--- src/hw/rtl/pngse_pkg.sv ---
// Shared types, constants and byte functions of the PNG stored-block encoder.
`default_nettype none
package pngse_pkg;

	localparam int unsigned BLOCK_BYTES = 65535;
	localparam int unsigned ADLER_MOD   = 65521;
	localparam int unsigned CMD_DEPTH   = 4;
	localparam int unsigned OUT_DEPTH   = 4;
	localparam int unsigned START_BYTES = 43;
	localparam int unsigned FIN_BYTES   = 20;

	localparam logic       KIND_START   = 1'b0;
	localparam logic       KIND_PIXEL   = 1'b1;
	localparam logic       CFG_IDX_WIDTH  = 1'b0;
	localparam logic       CFG_IDX_HEIGHT = 1'b1;

	typedef struct packed {
		logic        is_start;
		logic [13:0] w;
		logic [13:0] h;
		logic [7:0]  r;
		logic [7:0]  g;
		logic [7:0]  b;
		logic [7:0]  a;
		logic        first_of_row;
		logic        last;
	} cmd_t;

	typedef struct packed {
		logic [7:0] data;
		logic       lor;
		logic       eof;
	} obyte_t;

	function automatic logic [31:0] crc_byte(input logic [31:0] c_in, input logic [7:0] b);
		logic [31:0] c;
		c = c_in ^ {24'h0, b};
		for (int k = 0; k < 8; k++) begin
			c = (c >> 1) ^ (32'hEDB88320 & {32{c[0]}});
		end
		return c;
	endfunction

	function automatic logic [7:0] start_const(input logic [5:0] idx);
		logic [7:0] v;
		case (idx)
			6'd0: v = 8'd137;
			6'd1: v = 8'd80;
			6'd2: v = 8'd78;
			6'd3: v = 8'd71;
			6'd4: v = 8'd13;
			6'd5: v = 8'd10;
			6'd6: v = 8'd26;
			6'd7: v = 8'd10;
			6'd11: v = 8'd13;
			6'd12: v = 8'h49;
			6'd13: v = 8'h48;
			6'd14: v = 8'h44;
			6'd15: v = 8'h52;
			6'd24: v = 8'd8;
			6'd25: v = 8'd6;
			6'd37: v = 8'h49;
			6'd38: v = 8'h44;
			6'd39: v = 8'h41;
			6'd40: v = 8'h54;
			6'd41: v = 8'h78;
			6'd42: v = 8'h01;
			default: v = 8'h00;
		endcase
		return v;
	endfunction

	function automatic logic [7:0] iend_const(input logic [1:0] idx);
		logic [7:0] v;
		case (idx)
			2'd0: v = 8'h49;
			2'd1: v = 8'h45;
			2'd2: v = 8'h4E;
			default: v = 8'h44;
		endcase
		return v;
	endfunction

endpackage
`default_nettype wire

--- src/hw/rtl/pngse_front.sv ---
// Front end: configuration registers, frame tracking and the command queue.
`default_nettype none
module pngse_front
	import pngse_pkg::*;
(
	input  wire logic        clk,
	input  wire logic        arst_n,
	input  wire logic        push,
	output logic             full,
	input  wire logic        kind,
	input  wire logic [7:0]  red,
	input  wire logic [7:0]  green,
	input  wire logic [7:0]  blue,
	input  wire logic [7:0]  alpha,
	input  wire logic        cfg_valid,
	output logic             cfg_ready,
	input  wire logic        cfg_index,
	input  wire logic [13:0] cfg_data,
	output cmd_t             cmd,
	output logic             cmd_valid,
	input  wire logic        cmd_pop
);

	localparam int unsigned PW = $clog2(CMD_DEPTH);

	logic [13:0] width_q, height_q, fw_q, fh_q, col_q, row_q;
	logic        open_q;
	cmd_t        queue_q [CMD_DEPTH];
	logic [PW-1:0] wr_q, rd_q;
	logic [PW:0]   cnt_q;
	logic        accept, enq;
	cmd_t        new_cmd;
	logic [14:0] col_n, row_n;
	logic [13:0] eff_w, eff_h;

	assign cfg_ready = 1'b1;
	assign full      = (cnt_q == (PW+1)'(CMD_DEPTH));
	assign accept    = push && !full;
	assign enq       = accept && ((kind == KIND_START) || open_q);
	assign cmd       = queue_q[rd_q];
	assign cmd_valid = (cnt_q != '0);

	assign eff_w = (width_q == '0) ? 14'd1 : width_q;
	assign eff_h = (height_q == '0) ? 14'd1 : height_q;
	assign col_n = {1'b0, col_q} + 15'd1;
	assign row_n = {1'b0, row_q} + 15'd1;

	always_comb begin
		new_cmd = '0;
		new_cmd.r = red;
		new_cmd.g = green;
		new_cmd.b = blue;
		new_cmd.a = alpha;
		if (kind == KIND_START) begin
			new_cmd.is_start = 1'b1;
			new_cmd.w = eff_w;
			new_cmd.h = eff_h;
		end else begin
			new_cmd.w = fw_q;
			new_cmd.h = fh_q;
			new_cmd.first_of_row = (col_q == '0);
			new_cmd.last = (col_n >= {1'b0, fw_q}) && (row_n >= {1'b0, fh_q});
		end
	end

	always_ff @(posedge clk or negedge arst_n) begin
		if (!arst_n) begin
			width_q  <= 14'd1;
			height_q <= 14'd1;
			fw_q     <= 14'd1;
			fh_q     <= 14'd1;
			col_q    <= '0;
			row_q    <= '0;
			open_q   <= 1'b0;
			wr_q     <= '0;
			rd_q     <= '0;
			cnt_q    <= '0;
		end else begin
			if (cfg_valid && cfg_ready) begin
				if (cfg_index == CFG_IDX_WIDTH) begin
					width_q <= cfg_data;
				end else begin
					height_q <= cfg_data;
				end
			end
			if (accept) begin
				if (kind == KIND_START) begin
					fw_q   <= eff_w;
					fh_q   <= eff_h;
					col_q  <= '0;
					row_q  <= '0;
					open_q <= 1'b1;
				end else if (open_q) begin
					if (col_n >= {1'b0, fw_q}) begin
						col_q <= '0;
						row_q <= row_n[13:0];
						if (row_n >= {1'b0, fh_q}) begin
							open_q <= 1'b0;
						end
					end else begin
						col_q <= col_n[13:0];
					end
				end
			end
			if (enq) begin
				wr_q <= wr_q + PW'(1);
			end
			if (cmd_pop) begin
				rd_q <= rd_q + PW'(1);
			end
			if (enq && !cmd_pop) begin
				cnt_q <= cnt_q + (PW+1)'(1);
			end else if (!enq && cmd_pop) begin
				cnt_q <= cnt_q - (PW+1)'(1);
			end
		end
	end

	always_ff @(posedge clk) begin
		if (enq) begin
			queue_q[wr_q] <= new_cmd;
		end
	end

endmodule
`default_nettype wire

--- src/hw/rtl/pngse_back.sv ---
// Back end: byte sequencer with CRC-32 and Adler-32, and the result queue.
`default_nettype none
module pngse_back
	import pngse_pkg::*;
(
	input  wire logic       clk,
	input  wire logic       arst_n,
	input  cmd_t            cmd,
	input  wire logic       cmd_valid,
	output logic            cmd_pop,
	output logic            empty,
	input  wire logic       pop,
	output logic [7:0]      out_byte,
	output logic            last_of_run,
	output logic            end_of_file
);

	localparam int unsigned PW = $clog2(OUT_DEPTH);

	typedef enum logic [3:0] {
		ST_IDLE = 4'b0001,
		ST_HDR  = 4'b0010,
		ST_PIX  = 4'b0100,
		ST_FIN  = 4'b1000
	} state_t;

	state_t      state_q;
	cmd_t        cur_q;
	logic [5:0]  idx_q;
	logic [2:0]  hidx_q;
	logic [31:0] crc_q;
	logic [15:0] alo_q, ahi_q;
	logic [15:0] blk_left_q;
	logic [29:0] raw_left_q;
	logic [29:0] prod_q;
	logic [14:0] blocks_q;
	logic [31:0] idat_len_q;

	obyte_t      oq_q [OUT_DEPTH];
	logic [PW-1:0] owr_q, ord_q;
	logic [PW:0]   ocnt_q;
	logic        room, emit, opop;

	logic [7:0]  e_byte;
	logic        e_feed, e_seed, e_adler, e_lor, e_eof, e_final;
	logic [31:0] crc_seed, crc_nx, crc_inv;
	logic [15:0] blen, nblen;
	logic        bfinal;
	logic [16:0] alo_sum, ahi_sum;
	logic [15:0] alo_nx, ahi_nx;
	logic [16:0] rem_a;
	logic [13:0] quo_a;
	logic [16:0] rem_b;
	logic [14:0] quo_b;
	obyte_t      head;

	assign room  = (ocnt_q != (PW+1)'(OUT_DEPTH));
	assign emit  = (state_q != ST_IDLE) && room;
	assign opop  = pop && !empty;
	assign empty = (ocnt_q == '0);
	assign head  = oq_q[ord_q];
	assign out_byte    = head.data;
	assign last_of_run = head.lor;
	assign end_of_file = head.eof;
	assign cmd_pop = cmd_valid && ((state_q == ST_IDLE) || (emit && e_final));

	assign crc_inv = ~crc_q;
	assign bfinal  = (raw_left_q <= 30'(BLOCK_BYTES));
	assign blen    = bfinal ? raw_left_q[15:0] : 16'(BLOCK_BYTES);
	assign nblen   = ~blen;

	always_comb begin
		alo_sum = {1'b0, alo_q} + {9'h0, e_byte};
		alo_nx  = (alo_sum >= 17'(ADLER_MOD)) ? 16'(alo_sum - 17'(ADLER_MOD)) : alo_sum[15:0];
		ahi_sum = {1'b0, ahi_q} + {1'b0, alo_nx};
		ahi_nx  = (ahi_sum >= 17'(ADLER_MOD)) ? 16'(ahi_sum - 17'(ADLER_MOD)) : ahi_sum[15:0];
		crc_seed = e_seed ? 32'hFFFFFFFF : crc_q;
		crc_nx   = crc_byte(crc_seed, e_byte);
	end

	always_comb begin
		quo_a = prod_q[29:16];
		rem_a = {1'b0, prod_q[15:0]} + {3'b0, prod_q[29:16]};
		if (rem_a >= 17'(BLOCK_BYTES)) begin
			quo_b = {1'b0, quo_a} + 15'd1;
			rem_b = rem_a - 17'(BLOCK_BYTES);
		end else begin
			quo_b = {1'b0, quo_a};
			rem_b = rem_a;
		end
	end

	always_comb begin
		e_byte  = 8'h00;
		e_feed  = 1'b0;
		e_seed  = 1'b0;
		e_adler = 1'b0;
		e_lor   = 1'b0;
		e_eof   = 1'b0;
		e_final = 1'b0;
		unique case (state_q)
			ST_IDLE: begin
				e_byte = 8'h00;
			end
			ST_HDR: begin
				case (idx_q)
					6'd18: e_byte = {2'b00, cur_q.w[13:8]};
					6'd19: e_byte = cur_q.w[7:0];
					6'd22: e_byte = {2'b00, cur_q.h[13:8]};
					6'd23: e_byte = cur_q.h[7:0];
					6'd29: e_byte = crc_inv[31:24];
					6'd30: e_byte = crc_inv[23:16];
					6'd31: e_byte = crc_inv[15:8];
					6'd32: e_byte = crc_inv[7:0];
					6'd33: e_byte = idat_len_q[31:24];
					6'd34: e_byte = idat_len_q[23:16];
					6'd35: e_byte = idat_len_q[15:8];
					6'd36: e_byte = idat_len_q[7:0];
					default: e_byte = start_const(idx_q);
				endcase
				e_feed  = ((idx_q >= 6'd12) && (idx_q <= 6'd28)) || (idx_q >= 6'd37);
				e_seed  = (idx_q == 6'd12) || (idx_q == 6'd37);
				e_final = (idx_q == 6'(START_BYTES - 1));
				e_lor   = e_final;
			end
			ST_PIX: begin
				e_feed = 1'b1;
				if (blk_left_q == '0) begin
					case (hidx_q)
						3'd0: e_byte = {7'h0, bfinal};
						3'd1: e_byte = blen[7:0];
						3'd2: e_byte = blen[15:8];
						3'd3: e_byte = nblen[7:0];
						default: e_byte = nblen[15:8];
					endcase
				end else begin
					case (idx_q[2:0])
						3'd1: e_byte = cur_q.r;
						3'd2: e_byte = cur_q.g;
						3'd3: e_byte = cur_q.b;
						3'd4: e_byte = cur_q.a;
						default: e_byte = 8'h00;
					endcase
					e_adler = 1'b1;
					e_final = (idx_q[2:0] == 3'd4) && !cur_q.last;
					e_lor   = e_final;
				end
			end
			ST_FIN: begin
				case (idx_q[4:2])
					3'd0: begin
						case (idx_q[1:0])
							2'd0: e_byte = ahi_q[15:8];
							2'd1: e_byte = ahi_q[7:0];
							2'd2: e_byte = alo_q[15:8];
							default: e_byte = alo_q[7:0];
						endcase
					end
					3'd1, 3'd4: begin
						case (idx_q[1:0])
							2'd0: e_byte = crc_inv[31:24];
							2'd1: e_byte = crc_inv[23:16];
							2'd2: e_byte = crc_inv[15:8];
							default: e_byte = crc_inv[7:0];
						endcase
					end
					3'd3: e_byte = iend_const(idx_q[1:0]);
					default: e_byte = 8'h00;
				endcase
				e_feed  = (idx_q[4:2] == 3'd0) || (idx_q[4:2] == 3'd3);
				e_seed  = (idx_q == 6'd12);
				e_final = (idx_q == 6'(FIN_BYTES - 1));
				e_lor   = e_final;
				e_eof   = e_final;
			end
			default: e_byte = 8'h00;
		endcase
	end

	always_ff @(posedge clk) begin
		prod_q     <= {16'h0, cur_q.h} * {14'h0, cur_q.w, 2'b01};
		blocks_q   <= quo_b + ((rem_b != '0) ? 15'd1 : 15'd0);
		idat_len_q <= 32'd6 + {2'b0, prod_q} + (32'(blocks_q) * 32'd5);
		if (cmd_pop) begin
			cur_q <= cmd;
		end
		if (emit) begin
			oq_q[owr_q] <= '{data: e_byte, lor: e_lor, eof: e_eof};
		end
	end

	always_ff @(posedge clk or negedge arst_n) begin
		if (!arst_n) begin
			state_q    <= ST_IDLE;
			idx_q      <= '0;
			hidx_q     <= '0;
			crc_q      <= 32'hFFFFFFFF;
			alo_q      <= 16'd1;
			ahi_q      <= '0;
			blk_left_q <= '0;
			raw_left_q <= '0;
			owr_q      <= '0;
			ord_q      <= '0;
			ocnt_q     <= '0;
		end else begin
			if (emit) begin
				owr_q <= owr_q + PW'(1);
			end
			if (opop) begin
				ord_q <= ord_q + PW'(1);
			end
			if (emit && !opop) begin
				ocnt_q <= ocnt_q + (PW+1)'(1);
			end else if (!emit && opop) begin
				ocnt_q <= ocnt_q - (PW+1)'(1);
			end
			if (emit) begin
				if (e_feed) begin
					crc_q <= crc_nx;
				end
				if (e_adler) begin
					alo_q <= alo_nx;
					ahi_q <= ahi_nx;
				end
				unique case (state_q)
					ST_HDR: begin
						if (e_final) begin
							alo_q      <= 16'd1;
							ahi_q      <= '0;
							blk_left_q <= '0;
							raw_left_q <= prod_q;
						end else begin
							idx_q <= idx_q + 6'd1;
						end
					end
					ST_PIX: begin
						if (blk_left_q == '0) begin
							if (hidx_q == 3'd4) begin
								hidx_q     <= '0;
								blk_left_q <= blen;
							end else begin
								hidx_q <= hidx_q + 3'd1;
							end
						end else begin
							blk_left_q <= blk_left_q - 16'd1;
							if (raw_left_q != '0) begin
								raw_left_q <= raw_left_q - 30'd1;
							end
							if (idx_q[2:0] == 3'd4) begin
								if (cur_q.last) begin
									idx_q   <= '0;
									state_q <= ST_FIN;
								end
							end else begin
								idx_q <= idx_q + 6'd1;
							end
						end
					end
					ST_FIN: begin
						if (!e_final) begin
							idx_q <= idx_q + 6'd1;
						end
					end
					default: begin
						idx_q <= idx_q;
					end
				endcase
			end
			if (cmd_pop) begin
				hidx_q <= '0;
				if (cmd.is_start) begin
					state_q <= ST_HDR;
					idx_q   <= '0;
				end else begin
					state_q <= ST_PIX;
					idx_q   <= cmd.first_of_row ? 6'd0 : 6'd1;
				end
			end else if (emit && e_final) begin
				state_q <= ST_IDLE;
			end
		end
	end

endmodule
`default_nettype wire

--- src/hw/rtl/png_rgba8_stored_encoder_top.sv ---
// Top level of the RGBA8 PNG encoder with uncompressed zlib stored blocks.
// Throughput: one file byte per cycle while the result queue has room; a pixel is four or five
// bytes, a start item 43 bytes, a stored-block header five more and the last pixel 20 more.
// The byte sequencer in the back end sets the rate.
// Reset clears both queues and all frame state; sizes return to one by one.
`default_nettype none
module png_rgba8_stored_encoder_top
	import pngse_pkg::*;
(
	input  wire logic        clk,
	input  wire logic        arst_n,
	input  wire logic        push,
	output logic             full,
	input  wire logic        kind,
	input  wire logic [7:0]  red,
	input  wire logic [7:0]  green,
	input  wire logic [7:0]  blue,
	input  wire logic [7:0]  alpha,
	output logic             empty,
	input  wire logic        pop,
	output logic [7:0]       out_byte,
	output logic             last_of_run,
	output logic             end_of_file,
	input  wire logic        cfg_valid,
	output logic             cfg_ready,
	input  wire logic        cfg_index,
	input  wire logic [13:0] cfg_data
);

	cmd_t cmd;
	logic cmd_valid, cmd_pop;

	pngse_front u_front (
		.clk(clk), .arst_n(arst_n), .push(push), .full(full), .kind(kind),
		.red(red), .green(green), .blue(blue), .alpha(alpha),
		.cfg_valid(cfg_valid), .cfg_ready(cfg_ready), .cfg_index(cfg_index),
		.cfg_data(cfg_data), .cmd(cmd), .cmd_valid(cmd_valid), .cmd_pop(cmd_pop)
	);

	pngse_back u_back (
		.clk(clk), .arst_n(arst_n), .cmd(cmd), .cmd_valid(cmd_valid),
		.cmd_pop(cmd_pop), .empty(empty), .pop(pop), .out_byte(out_byte),
		.last_of_run(last_of_run), .end_of_file(end_of_file)
	);

	a_pop_needs_cmd: assert property (@(posedge clk) disable iff (!arst_n)
		cmd_pop |-> cmd_valid) else $error("command taken from an empty queue");

	a_eof_ends_run: assert property (@(posedge clk) disable iff (!arst_n)
		(!empty && end_of_file) |-> last_of_run) else $error("file end without run end");

	a_head_held: assert property (@(posedge clk) disable iff (!arst_n)
		(!empty && !pop) |=> (!empty && $stable({out_byte, last_of_run, end_of_file})))
		else $error("waiting transaction changed before it was taken");

endmodule
`default_nettype wire
--- config.mk ---
export PLATFORM = sky130hd
export DESIGN_NAME = png_rgba8_stored_encoder_top
export DESIGN_NICKNAME = d
export VERILOG_FILES = /design/src/hw/rtl/pngse_pkg.sv /design/src/hw/rtl/pngse_front.sv /design/src/hw/rtl/pngse_back.sv /design/src/hw/rtl/png_rgba8_stored_encoder_top.sv
export SDC_FILE = /design/constraint.sdc
export NUM_CORES = 2
export LEC_CHECK = 0
export CAP_MARGIN = 20
export CORE_MARGIN = 1.5
export CORE_UTILIZATION = 45
export CTS_BUF_LIST = sky130_fd_sc_hd__clkbuf_8 sky130_fd_sc_hd__clkbuf_16
export CTS_CLUSTER_DIAMETER = 40
export DETAILED_ROUTE_END_ITERATION = 8
export DONT_BUFFER_PORTS = 1
export PLACE_DENSITY = 0.59
export SYNTH_ARGS = -nofsm -noshare
export SYNTH_HDL_FRONTEND = slang
export SYNTH_SLANG_ARGS = --single-unit
--- constraint.sdc ---
create_clock -name clk -period 9.98 [get_ports clk]
set_clock_uncertainty 0.1 [all_clocks]
set_input_delay 0.499 -clock clk [delete_from_list [all_inputs] [get_ports clk]]
set_output_delay 0.499 -clock clk [all_outputs]
set_load 0.02 [all_outputs]
==> flow_summary.toml <==
[drt]
route.detailed.wl_per_inst_um = 21.1
dr.first_iter.drc_count = 2450
number_of_iterations_in_the_first_detailed_routing_pass = 6
post_drt_via_cell_ratio = 5.73
drc_errors = 0
drtAntennaViolNets = 0
postRouteWirelength_mm = 108
via_count = 29400

[sta]
hold_ws_ns = 0.0496
setup_viol_count_final = 0
layout_worst_path_cycle_share_pct = 91.3
hold_viol_final = 0
worst-slew-pin-transition_ns = 1.05
rsz0062_at_grt = "false"
relSlewSlack_pct = 29.4
layout_min_cycle_time_ns = 9.11
max_freq_ghz = 0.110
fin_setup_tns_ns = 0
maxSlewViolCount = 0

[synth]
synth_xor_xnor_area_share_pct = 6.28
synth_edf_count = 353
dominant_combinational_cell_family_by_area_after_synthesis = "adder cells"
synth_fa_ha_area_share_pct = 15.4
netlist_top_cells_count = "nand2_1 (392), edfxtp_1 (353), inv_1 (281)"
syn-instance-count = 3823
synthFlopType = "edfxtp_1"
register_bit_total_from_synthesis = 652
synth.area.mux_share_pct = 6.46
yosys.area_share.simple_pct = 13.3
ys_seq_area_share_pct = 42.6
yosysTopAreaCell = "edfxtp_1"
netlist_area_um2 = 41700
library_cell_with_the_highest_instance_count_after_synthesis = "nand2_1"
most_area_consuming_cells_after_synthesis = "edfxtp_1 (25%), dfrtp_1 (11%), fa_1 (8.2%)"
synthDistinctLibCells = 118
synthesis.yosys.warnings = 0
synth_top_area_share_pct = 25.4
synth_area_per_cell_um2 = 10.9
mappedNetlistNets = 4286
async_sr_flop_fraction_pct = 34.0
synth_compound_gate_area_share_pct = 11.8

[pwr]
power-per-cell-area_nw_per_um2 = 165
p_leak_nw = 18.9
vdd_ir_drop_max_v = 0.000323

[clock_tree]
worst_setup_hold_path_clk_slew_ns = 0.06
cts_buffer_depth = 3
worst_skew_pair.late_latency_ns = 0.66
clock-root-buffer = "clkbuf_16"
cts_htree_levels = 3
cts_buffers = 94
numClockSinks = 652
cts_tree = "built"

[critical_path]
critical_path.startpoint_type = "flop"
setup.reg_to_reg.worst_slack_ns = 0.87
critPathKind = "flop to flop"
r2r_end = "u_back.ahi_q[12]"
critical-path-slowest-cell = "o41ai_1"
worstSetupEndpointType = "flop"
slowest_delay_ns = 0.57
critPathMaxFanout = 31
cp.required_ns = 10.38
timing.reg2reg.worst_path_depth = 35
cp.arrival_ns = 9.51
critical_path.reg2reg.startpoint = "u_back.idx_q[0]"

[cells_and_area]
final_layout_size_suffix_gt1_share_pct = 12.2
final_nets = 4324
area_growth_syn_to_layout_pct = 12.4
fillCellCount = 8184

[global_routing]
grt_pass1_wl_mm = 170
antenna_found_initial = 4
grt_overflow = 0
grt_start_max_net_pins = 223
grt_use_total_pct = 23.1
grt_pass1_vias = 29500

[die]
floorplan.die_area_um2 = 94400
fp.dieW_um = 307
die_h_um = 307
initial_utilization_pct = 45.5
rows = 111
io-pin-count = 66
fp.coreArea_um2 = 91700

[placement]
place_congestion = 0.973
port-buffer-count = 0
detailedPlacementHpwl_mm = 76.8

[min_path]
worst_hold_path_type = "primary input to flop"
timing.hold.worst_path_depth = 1
start_point_of_the_worst_min_delay_path = "kind"
worst_hold_path.endpoint = "u_front.queue_q[1][37]"

[run]
drv_cap = 0

[run_status]
outcome = "finished clean"
## cell usage in the layout, fill, tap and decap left out, types with 31 or more instances in the layout
master,count
a21o_1,31
a21oi_1,164
a22oi_1,41
and2_1,99
and3_1,38
buf_4,54
clkbuf_16,96
dfrtp_1,182
dfstp_2,38
dfxtp_1,77
dlygate4sd3_1,51
edfxtp_1,353
fa_1,171
ha_1,239
inv_1,290
mux2_2,68
mux4_2,73
nand2_1,392
nand3_1,93
nor2_1,205
nor3_1,65
o21ai_0,207
xnor2_1,160
xor2_1,90
## through the flow
step	instances	worst slack, ns	cell area (um^2)	utilization, %	total power [W]
4_1_cts	5122	0.634	46700	51.0	0.00779
5_1_grt	5128	0.00921	46800	51.1	0.00803
6_report	5128	0.867	46800	51.1	0.00771
2_1_floorplan	3823	2.00	41700	-	0.00409
3_5_place_dp	4895	0.678	42900	46.8	0.00437
3_3_place_gp	4895	0.741	42900	46.8	0.00435
## cell families (layout without fill, tap and decap cells)
logic type,Yosys count,after routing
AO/OA/AOI/OAI,752,752
XOR/XNOR,269,269
adder cells (fa/ha/maj),410,410
buffers and inverters,454,571
flip-flops,652,652
multiplexers,169,169
other,2,4
AND/OR/NAND/NOR,1115,1115
## report_power, final
part           internal, W  switching, W
sequential         0.00330      0.000157
clock              0.00203       0.00133
combinational     0.000347      0.000549
total              0.00567       0.00204
## how the worst max path moves through the flow
| stage | startpoint | slack (ns) | end |
|---|---|---|---|
| after CTS | u_back.idx_q[0] | 0.63 | u_back.ahi_q[12] |
| after global routing | u_back.idx_q[0] | 0.009 | u_back.ahi_q[12] |
| after floorplan | u_back.idx_q[0] | 2.00 | u_back.ahi_q[14] |
| final | u_back.idx_q[0] | 0.87 | u_back.ahi_q[12] |
| after global placement | u_back.idx_q[0] | 0.74 | u_back.ahi_q[12] |
| after detailed placement | u_back.idx_q[0] | 0.68 | u_back.ahi_q[12] |
## per-layer routing
metal | up-vias | wire length (um) | GRT usage [%]
met1 | 14500 | 49500 | 32.6
met5 | - | 15 | 0
li1 | 13800 | - | -
met4 | 4 | 3050 | 7.01
met2 | 894 | 48100 | 35.7
met3 | 208 | 7350 | 4.91
## flip-flops by register name, summed over array words and instances, names as in the netlist, 30 cells and up
name / count
u_front.queue_q: 252
u_back.prod_q: 30
u_back.cur_q: 61
u_back.idat_len_q: 32
u_back.crc_q: 32
u_back.oq_q: 40
u_back.raw_left_q: 30
## critical path: cells and delay by family (launching register included)
| family | cells | cell delay, ns |
|---|---|---|
| compound gates | 13 | 3.15 |
| simple gates | 9 | 1.78 |
| fa+ha+maj | 5 | 1.63 |
| buf+inv | 5 | 1.00 |
| xor+xnor | 3 | 0.77 |
| flops | 1 | 0.53 |
## area by class of cell
cell class | count | area [um^2] | area share, %
diodes | 2 | 5.00 | 0.0107
well taps | 1186 | 1480 | 3.17
repair buffers | 110 | 1030 | 2.19
clock buffers | 98 | 2430 | 5.19
inverters | 286 | 1070 | 2.29
clock inverters | 77 | 825 | 1.76
flip-flops and latches | 652 | 17700 | 37.9
multi-input cells | 2717 | 22200 | 47.5
## timing repair
action | 4_1_cts | 5_1_grt
setup endpoints to repair | 0 | 15
hold buffers | 52 | 1
buffers inserted | 0 | 0
hold endpoints to repair | 435 | 2
gates resized for setup | 0 | 3
No activity file was read; power rests on OpenSTA's default activity.
